$ cat config.mk
export PLATFORM = sky130hd
export DESIGN_NAME = sync_length_packet_deframer_unit
export DESIGN_NICKNAME = d
export VERILOG_FILES = /design/src/hw/rtl/slpd_pkg.sv /design/src/hw/rtl/slpd_front.sv /design/src/hw/rtl/slpd_cmdq.sv /design/src/hw/rtl/slpd_back.sv /design/src/hw/rtl/sync_length_packet_deframer_unit.sv
export SDC_FILE = /design/constraint.sdc
export NUM_CORES = 1
export LEC_CHECK = 0
export BUFFER_PORTS_ARGS = -buffer_cell sky130_fd_sc_hd__buf_2
export CORE_ASPECT_RATIO = 1.75
export CORE_MARGIN = 2
export CORE_UTILIZATION = 55
export DETAILED_ROUTE_END_ITERATION = 8
export PLACE_DENSITY = 0.76
export SLEW_MARGIN = 20
export SYNTH_ARGS = -nofsm -noshare
export SYNTH_HDL_FRONTEND = slang
export SYNTH_HIERARCHICAL = 1
export SYNTH_SLANG_ARGS = --single-unit
export TNS_END_PERCENT = 30
$ cat constraint.sdc
create_clock -name i_clk -period 3.9 [get_ports i_clk]
set_input_delay 0.39 -clock i_clk [delete_from_list [all_inputs] [get_ports i_clk]]
set_output_delay 0.39 -clock i_clk [all_outputs]
set_load 0.02 [all_outputs]
$ cat src/hw/rtl/slpd_pkg.sv
// Shared types and constants of the sync/length packet deframer.
// No dependencies; imported by every module of the block.
package slpd_pkg;

    localparam int BYTE_W = 8;
    localparam int ADDR_W = 4;
    localparam int DATA_W = 32;

    localparam logic [BYTE_W-1:0] MIN_TOTAL_LEN  = 8'd3;
    localparam logic [BYTE_W-1:0] MAX_LEN_RESET  = 8'd255;

    // Register indexes, taken from paddr[3:2].
    localparam logic [1:0] REG_SYNC_FIRST  = 2'd0;
    localparam logic [1:0] REG_SYNC_SECOND = 2'd1;
    localparam logic [1:0] REG_MAX_LENGTH  = 2'd2;

    // Index of the length byte within a three-word header burst.
    localparam logic [1:0] HDR_LAST_IDX = 2'd2;

    typedef enum logic [1:0] {
        PH_HUNT1 = 2'd0,
        PH_HUNT2 = 2'd1,
        PH_LEN   = 2'd2,
        PH_BODY  = 2'd3
    } t_phase;

    typedef struct packed {
        logic [BYTE_W-1:0] sync_first;
        logic [BYTE_W-1:0] sync_second;
        logic [BYTE_W-1:0] max_length;
    } t_cfg;

    // One classified byte handed from the front to the back.
    typedef struct packed {
        logic              hdr;      // emit sync pair, then data
        logic [BYTE_W-1:0] sync_a;
        logic [BYTE_W-1:0] sync_b;
        logic [BYTE_W-1:0] data;
        logic              last;
    } t_cmd;

endpackage

$ cat src/hw/rtl/slpd_front.sv
// Front end of the deframer: sync hunt, length check and body count.
// Depends on slpd_pkg; feeds commands into slpd_cmdq.
module slpd_front import slpd_pkg::*; (
    input  logic              i_clk,
    input  logic              i_rst_n,
    input  logic              i_push,
    input  logic [BYTE_W-1:0] i_rx_byte,
    input  logic              i_q_full,
    input  t_cfg              i_cfg,
    output logic              o_q_push,
    output t_cmd              o_q_cmd
);

    t_phase            r_phase, n_phase;
    logic [BYTE_W-1:0] r_left, n_left;
    logic              accept;
    logic [BYTE_W-1:0] body_left;
    logic [BYTE_W-1:0] len_left;

    assign accept    = i_push && !i_q_full;
    assign body_left = (r_left != '0) ? r_left - 8'd1 : r_left;
    assign len_left  = i_rx_byte - MIN_TOTAL_LEN;

    always_ff @(posedge i_clk) begin
        if (!i_rst_n) begin
            r_phase <= PH_HUNT1;
            r_left  <= '0;
        end else begin
            r_phase <= n_phase;
            r_left  <= n_left;
        end
    end

    always_comb begin
        n_phase          = r_phase;
        n_left           = r_left;
        o_q_push         = 1'b0;
        o_q_cmd.hdr      = 1'b0;
        o_q_cmd.sync_a   = i_cfg.sync_first;
        o_q_cmd.sync_b   = i_cfg.sync_second;
        o_q_cmd.data     = i_rx_byte;
        o_q_cmd.last     = 1'b0;
        if (accept) begin
            case (r_phase)
                PH_HUNT1: begin
                    if (i_rx_byte == i_cfg.sync_first) n_phase = PH_HUNT2;
                end
                PH_HUNT2: begin
                    if (i_rx_byte == i_cfg.sync_second)     n_phase = PH_LEN;
                    else if (i_rx_byte == i_cfg.sync_first) n_phase = PH_HUNT2;
                    else                                     n_phase = PH_HUNT1;
                end
                PH_LEN: begin
                    if (i_rx_byte > i_cfg.max_length || i_rx_byte < MIN_TOTAL_LEN) begin
                        n_phase = PH_HUNT1;
                        n_left  = '0;
                    end else begin
                        n_left       = len_left;
                        o_q_push     = 1'b1;
                        o_q_cmd.hdr  = 1'b1;
                        o_q_cmd.last = (len_left == '0);
                        n_phase      = (len_left == '0) ? PH_HUNT1 : PH_BODY;
                    end
                end
                PH_BODY: begin
                    n_left       = body_left;
                    o_q_push     = 1'b1;
                    o_q_cmd.last = (body_left == '0);
                    if (body_left == '0) n_phase = PH_HUNT1;
                end
                default: begin
                    n_phase = PH_HUNT1;
                end
            endcase
        end
    end

endmodule

$ cat src/hw/rtl/slpd_cmdq.sv
// Short command queue between the front and the back of the deframer.
// Depends on slpd_pkg for the command type.
module slpd_cmdq import slpd_pkg::*; #(
    parameter int DEPTH = 4
) (
    input  logic i_clk,
    input  logic i_rst_n,
    input  logic i_push,
    input  t_cmd i_cmd,
    input  logic i_pop,
    output logic o_full,
    output logic o_empty,
    output t_cmd o_head
);

    localparam int PTR_W = (DEPTH > 1) ? $clog2(DEPTH) : 1;
    localparam int CNT_W = $clog2(DEPTH + 1);
    localparam logic [PTR_W-1:0] PTR_LAST = PTR_W'(DEPTH - 1);
    localparam logic [CNT_W-1:0] CNT_FULL = CNT_W'(DEPTH);

    t_cmd             r_mem [DEPTH];
    logic [PTR_W-1:0] r_wr, r_rd;
    logic [CNT_W-1:0] r_cnt;
    logic             do_push, do_pop;

    assign o_full  = (r_cnt == CNT_FULL);
    assign o_empty = (r_cnt == '0);
    assign o_head  = r_mem[r_rd];
    assign do_push = i_push && !o_full;
    assign do_pop  = i_pop && !o_empty;

    always_ff @(posedge i_clk) begin
        if (do_push) r_mem[r_wr] <= i_cmd;
    end

    always_ff @(posedge i_clk) begin
        if (!i_rst_n) begin
            r_wr  <= '0;
            r_rd  <= '0;
            r_cnt <= '0;
        end else begin
            if (do_push) r_wr <= (r_wr == PTR_LAST) ? '0 : r_wr + 1'b1;
            if (do_pop)  r_rd <= (r_rd == PTR_LAST) ? '0 : r_rd + 1'b1;
            if (do_push && !do_pop)      r_cnt <= r_cnt + 1'b1;
            else if (do_pop && !do_push) r_cnt <= r_cnt - 1'b1;
        end
    end

endmodule

$ cat src/hw/rtl/slpd_back.sv
// Back end of the deframer: expands commands into output words and holds
// the output register. Depends on slpd_pkg.
module slpd_back import slpd_pkg::*; (
    input  logic              i_clk,
    input  logic              i_rst_n,
    input  logic              i_q_empty,
    input  t_cmd              i_q_head,
    output logic              o_q_pop,
    input  logic              i_pop,
    output logic              o_empty,
    output logic [BYTE_W-1:0] o_out_byte,
    output logic              o_is_last
);

    logic              r_valid;
    logic [BYTE_W-1:0] r_byte;
    logic              r_last;
    logic [1:0]        r_idx, n_idx;
    logic              load, take, done;
    logic [BYTE_W-1:0] sel_byte;
    logic              sel_last;

    assign load = !r_valid || i_pop;
    assign take = load && !i_q_empty;
    assign done = !i_q_head.hdr || (r_idx == HDR_LAST_IDX);
    assign o_q_pop = take && done;

    always_comb begin
        sel_byte = i_q_head.data;
        sel_last = i_q_head.last;
        if (i_q_head.hdr) begin
            case (r_idx)
                2'd0: begin
                    sel_byte = i_q_head.sync_a;
                    sel_last = 1'b0;
                end
                2'd1: begin
                    sel_byte = i_q_head.sync_b;
                    sel_last = 1'b0;
                end
                default: begin
                    sel_byte = i_q_head.data;
                    sel_last = i_q_head.last;
                end
            endcase
        end
        n_idx = r_idx;
        if (take) n_idx = done ? 2'd0 : r_idx + 2'd1;
    end

    always_ff @(posedge i_clk) begin
        if (!i_rst_n) begin
            r_valid <= 1'b0;
            r_idx   <= 2'd0;
        end else begin
            if (load) r_valid <= !i_q_empty;
            r_idx <= n_idx;
        end
    end

    always_ff @(posedge i_clk) begin
        if (take) begin
            r_byte <= sel_byte;
            r_last <= sel_last;
        end
    end

    assign o_empty    = !r_valid;
    assign o_out_byte = r_byte;
    assign o_is_last  = r_last;

endmodule

$ cat src/hw/rtl/sync_length_packet_deframer_unit.sv
// Top level of the sync/length packet deframer: configuration registers,
// front end, command queue and back end. Depends on slpd_pkg and the slpd_* modules.
//
// The deframer takes received bytes one word at a time on a push/full port and
// returns validated packets on an empty/pop port. It hunts for the two-byte
// sync pair given by sync_first and sync_second, where a repeated first sync
// byte keeps the hunt going and a match with the second sync byte wins when
// both sync bytes are equal. The byte after the pair is the total packet
// length, counting both sync bytes and itself; a length above max_length or
// below three drops the packet and the hunt resumes. A good packet comes out
// as the sync pair, the length byte and the body bytes, with is_last set on
// the final word. The input side accepts one word per cycle whenever the
// command queue has room: the front end classifies each byte in the cycle
// it is accepted. A good length byte becomes one queued command that the back
// end expands into three output words, every other queued command gives one
// word, so the output side sustains one word per cycle while it is popped and
// the queue (QUEUE_DEPTH entries) absorbs the header bursts. An accepted word
// is written into the command queue, then loaded into the output register.
// The output register is refilled in the same cycle its word is popped, so
// pops on consecutive cycles see one word per cycle while the queue has words;
// while a word waits for pop, the queue holds the rest. Registers are at byte
// addresses 0, 4 and 8 and should be written only while no packet is in flight.
module sync_length_packet_deframer_unit import slpd_pkg::*; #(
    parameter int QUEUE_DEPTH = 4
) (
    input  logic              i_clk,
    input  logic              i_rst_n,
    // Received bytes.
    input  logic              push,
    output logic              full,
    input  logic [BYTE_W-1:0] i_rx_byte,
    // Packet bytes.
    output logic              empty,
    input  logic              pop,
    output logic [BYTE_W-1:0] o_out_byte,
    output logic              o_is_last,
    // Configuration port.
    input  logic              psel,
    input  logic              penable,
    input  logic              pwrite,
    input  logic [ADDR_W-1:0] paddr,
    input  logic [DATA_W-1:0] pwdata,
    output logic [DATA_W-1:0] prdata,
    output logic              pready
);

    t_cfg       r_cfg;
    logic       cfg_wr;
    logic [1:0] reg_idx;

    logic q_push, q_pop, q_full, q_empty;
    t_cmd q_cmd, q_head;

    // The port never inserts wait states.
    assign pready  = 1'b1;
    assign cfg_wr  = psel && penable && pwrite && pready;
    assign reg_idx = paddr[3:2];

    always_ff @(posedge i_clk) begin
        if (!i_rst_n) begin
            r_cfg.sync_first  <= '0;
            r_cfg.sync_second <= '0;
            r_cfg.max_length  <= MAX_LEN_RESET;
        end else if (cfg_wr) begin
            case (reg_idx)
                REG_SYNC_FIRST:  r_cfg.sync_first  <= pwdata[BYTE_W-1:0];
                REG_SYNC_SECOND: r_cfg.sync_second <= pwdata[BYTE_W-1:0];
                REG_MAX_LENGTH:  r_cfg.max_length  <= pwdata[BYTE_W-1:0];
                default: begin
                end
            endcase
        end
    end

    // Reads of the unused address return zero.
    always_comb begin
        case (reg_idx)
            REG_SYNC_FIRST:  prdata = DATA_W'(r_cfg.sync_first);
            REG_SYNC_SECOND: prdata = DATA_W'(r_cfg.sync_second);
            REG_MAX_LENGTH:  prdata = DATA_W'(r_cfg.max_length);
            default:         prdata = '0;
        endcase
    end

    // The input side is ready whenever the command queue has room.
    assign full = q_full;

    slpd_front u_front (
        .i_clk     (i_clk),
        .i_rst_n   (i_rst_n),
        .i_push    (push),
        .i_rx_byte (i_rx_byte),
        .i_q_full  (q_full),
        .i_cfg     (r_cfg),
        .o_q_push  (q_push),
        .o_q_cmd   (q_cmd)
    );

    slpd_cmdq #(
        .DEPTH (QUEUE_DEPTH)
    ) u_cmdq (
        .i_clk   (i_clk),
        .i_rst_n (i_rst_n),
        .i_push  (q_push),
        .i_cmd   (q_cmd),
        .i_pop   (q_pop),
        .o_full  (q_full),
        .o_empty (q_empty),
        .o_head  (q_head)
    );

    slpd_back u_back (
        .i_clk      (i_clk),
        .i_rst_n    (i_rst_n),
        .i_q_empty  (q_empty),
        .i_q_head   (q_head),
        .o_q_pop    (q_pop),
        .i_pop      (pop),
        .o_empty    (empty),
        .o_out_byte (o_out_byte),
        .o_is_last  (o_is_last)
    );

endmodule

==> impl_metrics.ini, run 1 <==
[critical_path]
crit_path_max_incr_delay_ns = 0.37
cp_slowest_cell = fa_1
critPathRequiredTime_ns = 4.23
startpoint = r_cfg[6]
cp_max_fo = 4
crit_path_end_kind = flip-flop
cp.arrival_ns = 3.68
worstSetupPathType = reg2reg
path_cells = inv_1, ha_1, nand4_1, nor2_1, o22ai_1, or2_1, a21oi_1, nor2b_1, ha_1, inv_1, fa_1, xor2_1, or3_1, a21boi_0
timing.rr.start = r_cfg[6]
critPathLaunchType = flip-flop

[synthesis]
netlist_area_sq_um = 7730
synthMostInstantiatedCell = edfxtp_1
async_flop_share_pct = 0
synthFlopType = edfxtp_1
synth_seq_cells = 159
synth.avg_cell_area_sq_um = 13.0
synth.yosys.seq_area_share_pct = 55.8
ys_warn_count = 6
synth_cell_types = 58
synth_cells = 596
synth_top_cell_area_share_pct = 43.9
synth_edf_count = 113
synth_top_area_cell = edfxtp_1
ys_top_cells_by_count = edfxtp_1, nand2_1, buf_4, dfxtp_1, mux2i_1
ys_top_cells_by_area = edfxtp_1, dfxtp_1, mux4_2, buf_4, mux2i_1

[placed_design]
place.gp.congestion = 0.863
dpl.hpwl_mm = 10.3
port_buffers = 43

[sta]
rsz0062_at_grt = no
tightestPinTransition_ns = 1.04
period_needed_ns = 3.35
drv_slew = 0
min_period_over_period_pct = 86.0
slew_headroom_pct = 30.7
final.setup_skew_ns = 0.00937
hold_viol = 0
tns_ns = 0
max_freq_ghz = 0.298
setup_viol = 0

[clock_tree]
path_clk_slew_ns = 0.06
htree_levels = 4
clkSinkCount = 159
post_cts_buffers = 0
clk_latency_ns = 0.42
ctsResizeCount = 0
cts.path.max_buffers = 2
cts_tree = yes
cts_root_buffer = clkbuf_16
holdBufCountCts = 0
numCtsBuffers = 17

[detailed_routing]
wl_per_cell_microns = 19.1
vias_per_cell = 5.78
dr.first_iter.drc_count = 385
drc_errors = 0
routed_wl_mm = 15.4
antenna_left = 0
drt_first_pass_iters = 5
vias = 4643

[pwr]
p_leak_nw = 3.12
powerDensity_nw_per_um2 = 415
ir_worst_vdd_mv = 0.335

[worst_hold_path]
worstHoldStart = pwdata[3]
min_path_type = in2reg

[global_routing]
grt_util_met1_pct = 24.3
overflow = 0
antenna_found_initial = 0
first_global_vias = 4728
grt_util_met2_pct = 38.1
grt_pass1_wl_mm = 24.4
grt_use_total_pct = 21.6
grt_max_degree = 59
use_met3_pct = 3.89
grt_busiest_layer = met2

[flow_run]
maxCapViolCount = 0

[final_layout]
drive_gt1_share_pct = 18.4
syn2layout_area_growth_pct = 7.25
nets = 685
post-route-util_pct = 59.9
n_antenna_cell = 0

[floorplan]
fp.coreArea_sq_um = 13800
dieArea_sq_um = 15100
initial_core_util_pct = 55.9
die_width_microns = 93.6
dieHeight_microns = 161
io_pins = 95
placementRows = 57

[status]
outcome = completed
final cells by class:
type / count / area [sq um]
clock inverter: 15 / 115
fill: 1060 / 5540
tap: 177 / 221
inverter: 28 / 105
multi-input combinational: 353 / 2820
sequential: 159 / 4310
clock buffer: 17 / 425
timing repair buffer: 54 / 298
report_power, final:
group          switching (W)  total [W]  internal, W  leakage (nW)
clock               0.000678    0.00149     0.000817         0.248
combinational       0.000101   0.000146    0.0000449          1.50
sequential        0.00000651    0.00180      0.00180          1.37
total               0.000786    0.00345      0.00266          3.12
registers in the layout, indices dropped and copies added, names as in the netlist, named ones only:
name               flops
u_cmdq/r_mem         104
r_cfg                 24
u_back/r_idx           2
u_cmdq/r_wr            2
u_front/r_phase        2
u_cmdq/r_rd            2
u_back/o_out_byte      8
u_cmdq/r_cnt           3
u_back/r_valid         1
u_back/o_is_last       1
u_front/r_left         8
routing by layer:
layer | part of all wire, % | vias to the layer above
met5 | 0 | -
met1 | 37 | 2277
met2 | 54 | 183
met4 | 4.2 | 0
li1 | - | 2136
met3 | 4.4 | 47
through the flow:
step	setup slack [ns]	hold slack, ns	total power, W	area (sq um)	cells
2_1_floorplan	0.975	0.451	0.00197	7820	619
3_3_place_gp	0.603	0.463	0.00198	7750	771
3_5_place_dp	0.422	0.475	0.00199	7750	771
4_1_cts	0.581	0.227	0.00346	8290	803
5_1_grt	0.310	0.236	0.00354	8290	803
6_report	0.547	0.235	0.00345	8290	803
worst max-delay path, delay by kind of cell (launching register included):
family / cells / cell delay [ns]
flops: 1 / 0.36
buf+inv: 2 / 0.13
simple gates: 5 / 1.20
xor+xnor: 1 / 0.16
compound gates: 3 / 0.50
fa+ha+maj: 3 / 0.91
path summary, 6_finish.rpt:
check / endpoint / slack [ns] / cells past startpoint
setup / recovery: u_cmdq/r_cnt[2] / 0.55 / 14
hold reg to reg: u_back/r_idx[1] / 0.48 / 2
hold / removal: r_cfg[3] / 0.23 / 3
setup reg to reg: u_cmdq/r_cnt[2] / 0.55 / 14
kinds of logic after synthesis:
logic type | count (synthesis) | synth area share [%]
flip-flops | 159 | 55.8
AO/OA/AOI/OAI | 85 | 7.22
XOR/XNOR | 30 | 3.40
buffers and inverters | 107 | 8.93
adder cells (fa/ha/maj) | 21 | 3.49
other | 2 | 0.0971
AND/OR/NAND/NOR | 136 | 9.32
multiplexers | 56 | 11.8
cell usage in the layout (no fill, tap or decap), types with 3 or more instances in the layout:
master / netlist / routed
nand3_1: 13 / 13
xnor2_1: 18 / 18
mux4_1: 6 / 6
clkinvlp_4: 0 / 5
or3_1: 3 / 3
nor2_1: 18 / 18
clkinv_4: 0 / 5
nor3_1: 6 / 6
inv_1: 28 / 28
clkbuf_16: 0 / 17
edfxtp_1: 113 / 113
mux4_2: 20 / 20
buf_4: 50 / 11
o21ai_0: 28 / 28
buf_2: 12 / 43
inv_6: 0 / 3
ha_1: 20 / 20
nor2b_1: 5 / 5
a22o_1: 16 / 16
a21oi_1: 15 / 15
nand2_1: 54 / 54
a31oi_1: 4 / 4
dfxtp_1: 46 / 46
conb_1: 2 / 25
o211ai_1: 10 / 10
xor2_1: 12 / 12
mux2i_1: 29 / 29
and2_1: 6 / 6
nand4_1: 6 / 6
nor3b_1: 3 / 3
(Power assumes the default switching activity.)
==> run 2, diff against run 1 <==
Settings changed: CORE_MARGIN 2 to unset, SYNTH_HIERARCHICAL 1 to unset.
Clock period 3.9 ns to 3.2 ns, I/O delays scaled along.
==> impl_metrics.ini, run 2 <==
[status]
outcome = completed

[sta]
drv_slew = 0
min_period_over_period_pct = 92.3
setup_viol = 0
hold_viol = 0
hold_ws_ns = 0.167
period_needed_ns = 2.95
tns_ns = 0
final.setup_skew_ns = 0.0100
slew_headroom_pct = 42.4
max_freq_ghz = 0.338
tightestPinTransition_ns = 0.859
rsz0062_at_grt = no

[placed_design]
dpl.hpwl_mm = 10.3
place_area_sq_um = 7770
port_buffers = 43
place.gp.congestion = 0.814
post-place-cells = 767

[detailed_routing]
wl_per_cell_microns = 18.7
vias = 4652
vias_per_cell = 5.82
routed_wl_mm = 14.9
antenna_left = 0
drt_first_pass_iters = 4
dr.first_iter.drc_count = 192
drc_errors = 0

[clock_tree]
cts_tree = yes
cts_root_buffer = clkbuf_16
holdBufCountCts = 0
clkSinkCount = 159
clk_latency_ns = 0.42
htree_levels = 4
path_clk_slew_ns = 0.06
cts.path.max_buffers = 2
post_cts_buffers = 0
numCtsBuffers = 17
ctsResizeCount = 0

[critical_path]
reg2reg_slack_ns = 0.25
crit_path_max_incr_delay_ns = 0.37
cp.arrival_ns = 3.30
path_cells = inv_1, ha_1, nor2b_1, o211ai_1, a211o_1, a31oi_2, nor2_1, ha_1, inv_1, fa_1, xor2_1, or3_1, a21oi_1
worstSetupPathType = reg2reg
critPathTopFamily = adder cells
cp_slowest_cell = fa_1
critPathLaunchType = flip-flop
critPathRequiredTime_ns = 3.54
crit_path_end_kind = flip-flop
cp_max_fo = 5
cp_num_buf_inv = 2

[final_layout]
nFillCells = 1009
final_cell_mix = edfxtp_1, dfxtp_1, buf_2
n_antenna_cell = 0
multiInputGateArea_sq_um = 2780
drive_gt1_share_pct = 21.9
syn2layout_area_growth_pct = 11.5
nets = 685
reg.largest.list = u_cmdq.r_mem: 104 flops, r_cfg: 24 flops
largest_register = u_cmdq.r_mem
regArea_sq_um = 4320
layout_commonest_cell = edfxtp_1
final_cell_area_sq_um = 8350
final-instance-count-excl-fill = 799
largest_reg_flops = 104

[global_routing]
first_global_vias = 4680
grt_use_total_pct = 22.4
overflow = 0
grt_pass1_wl_mm = 23.5
antenna_found_initial = 0
grt_max_degree = 27

[floorplan]
fp.coreArea_sq_um = 13300
dieArea_sq_um = 14100
initial_core_util_pct = 56.3
io_pins = 95
die_width_microns = 90.2
dieHeight_microns = 156
placementRows = 56

[pwr]
internal_power_w = 0.00377
comb_power_share_pct = 16.0
p_seq_share_pct = 45.7
ir_worst_vdd_mv = 0.566
power.switching_w = 0.00135
pwr-share-clk_pct = 38.3
p_leak_nw = 3.10
swShare_pct = 26.4
powerDensity_nw_per_um2 = 614

[synthesis]
ys_top_cells_by_area = edfxtp_1, dfxtp_1, mux4_2, ha_1, mux2i_1
synth_top_area_cell = edfxtp_1
ys_top_cells_by_count = edfxtp_1, dfxtp_1, nand2_1, nor2_1, buf_4
synth_edf_count = 113
synth_cells = 566
synth.avg_cell_area_sq_um = 13.2
synth_top_cell_area_share_pct = 45.3
synth_seq_cells = 159
netlist_area_sq_um = 7490
async_flop_share_pct = 0
synth.yosys.seq_area_share_pct = 57.6
synthFlopType = edfxtp_1
synthMostInstantiatedCell = edfxtp_1
ys_warn_count = 0
synth_cell_types = 69

[worst_hold_path]
min_path_type = in2reg

[flow_run]
maxCapViolCount = 0
run 2: cell count changes after synthesis, sizes merged, moves of 10 or more:
cell   before  now
a21oi      15   25
a22o       16    0
buf        71   40
nand2      55   38
nor2       19   30
run 2: path summary, 6_finish.rpt:
path | from | endpoint | depth (start not counted)
min | pwdata[5] | r_cfg[5] | 3
max reg2reg | r_cfg[1] | u_cmdq.r_cnt[2] | 13
max | r_cfg[1] | u_cmdq.r_cnt[2] | 13
min reg2reg | u_back.r_valid | u_back.r_valid | 2
run 2: worst min-delay path, cell delays in order:
cell and delay (ns):
buf_2 0.10, nand2_1 0.05, o211ai_1 0.08
run 2: cell families after synthesis:
family                     Yosys count  synth area share [%]
muxes                               48                  10.7
xor gates and xnor gates            29                  3.39
and+or+nand+nor                    126                  9.19
adders and majority gates           22                  3.78
other                                2                 0.100
AOI/OAI and AO/OA                   96                  8.84
DFF                                159                  57.6
buffers and inverters               84                  6.45
run 2: metrics by stage:
| step | total power, W | utilization, % | setup slack [ns] |
|---|---|---|---|
| after floorplan | 0.00298 | - | 0.323 |
| after global placement | 0.00319 | 58.3 | 0.280 |
| after detailed placement | 0.00321 | 58.3 | 0.206 |
| after CTS | 0.00515 | 62.7 | 0.254 |
| after global routing | 0.00531 | 62.7 | 0.0245 |
| final | 0.00513 | 62.7 | 0.245 |
run 2: layer usage:
metal	share of wire, %	up-vias	global-route usage [%]
met5	0	-	0
met4	5.6	0	14.9
met3	4.2	49	5.44
met2	55	176	41.4
met1	36	2270	22.0
li1	-	2157	-
run 2: area by class of cell:
| cell class | count | share of cell area [%] |
|---|---|---|
| multi-input cells | 346 | 33.3 |
| inverters | 28 | 1.35 |
| clock inverters | 15 | 1.90 |
| repair buffers | 60 | 4.10 |
| clock buffers | 17 | 5.09 |
| flip-flops and latches | 159 | 51.7 |
| well taps | 174 | 2.61 |
run 2: power groups by stage:
| stage | registers [W] | clock network (W) | logic [W] |
|---|---|---|---|
| finish | 0.00234 | 0.00196 | 0.000821 |
| global route | 0.00236 | 0.00207 | 0.000882 |
| CTS | 0.00234 | 0.00198 | 0.000830 |
| detailed placement | 0.00239 | 0 | 0.000824 |
| global placement | 0.00238 | 0 | 0.000804 |
| floorplan | 0.00243 | 0 | 0.000548 |
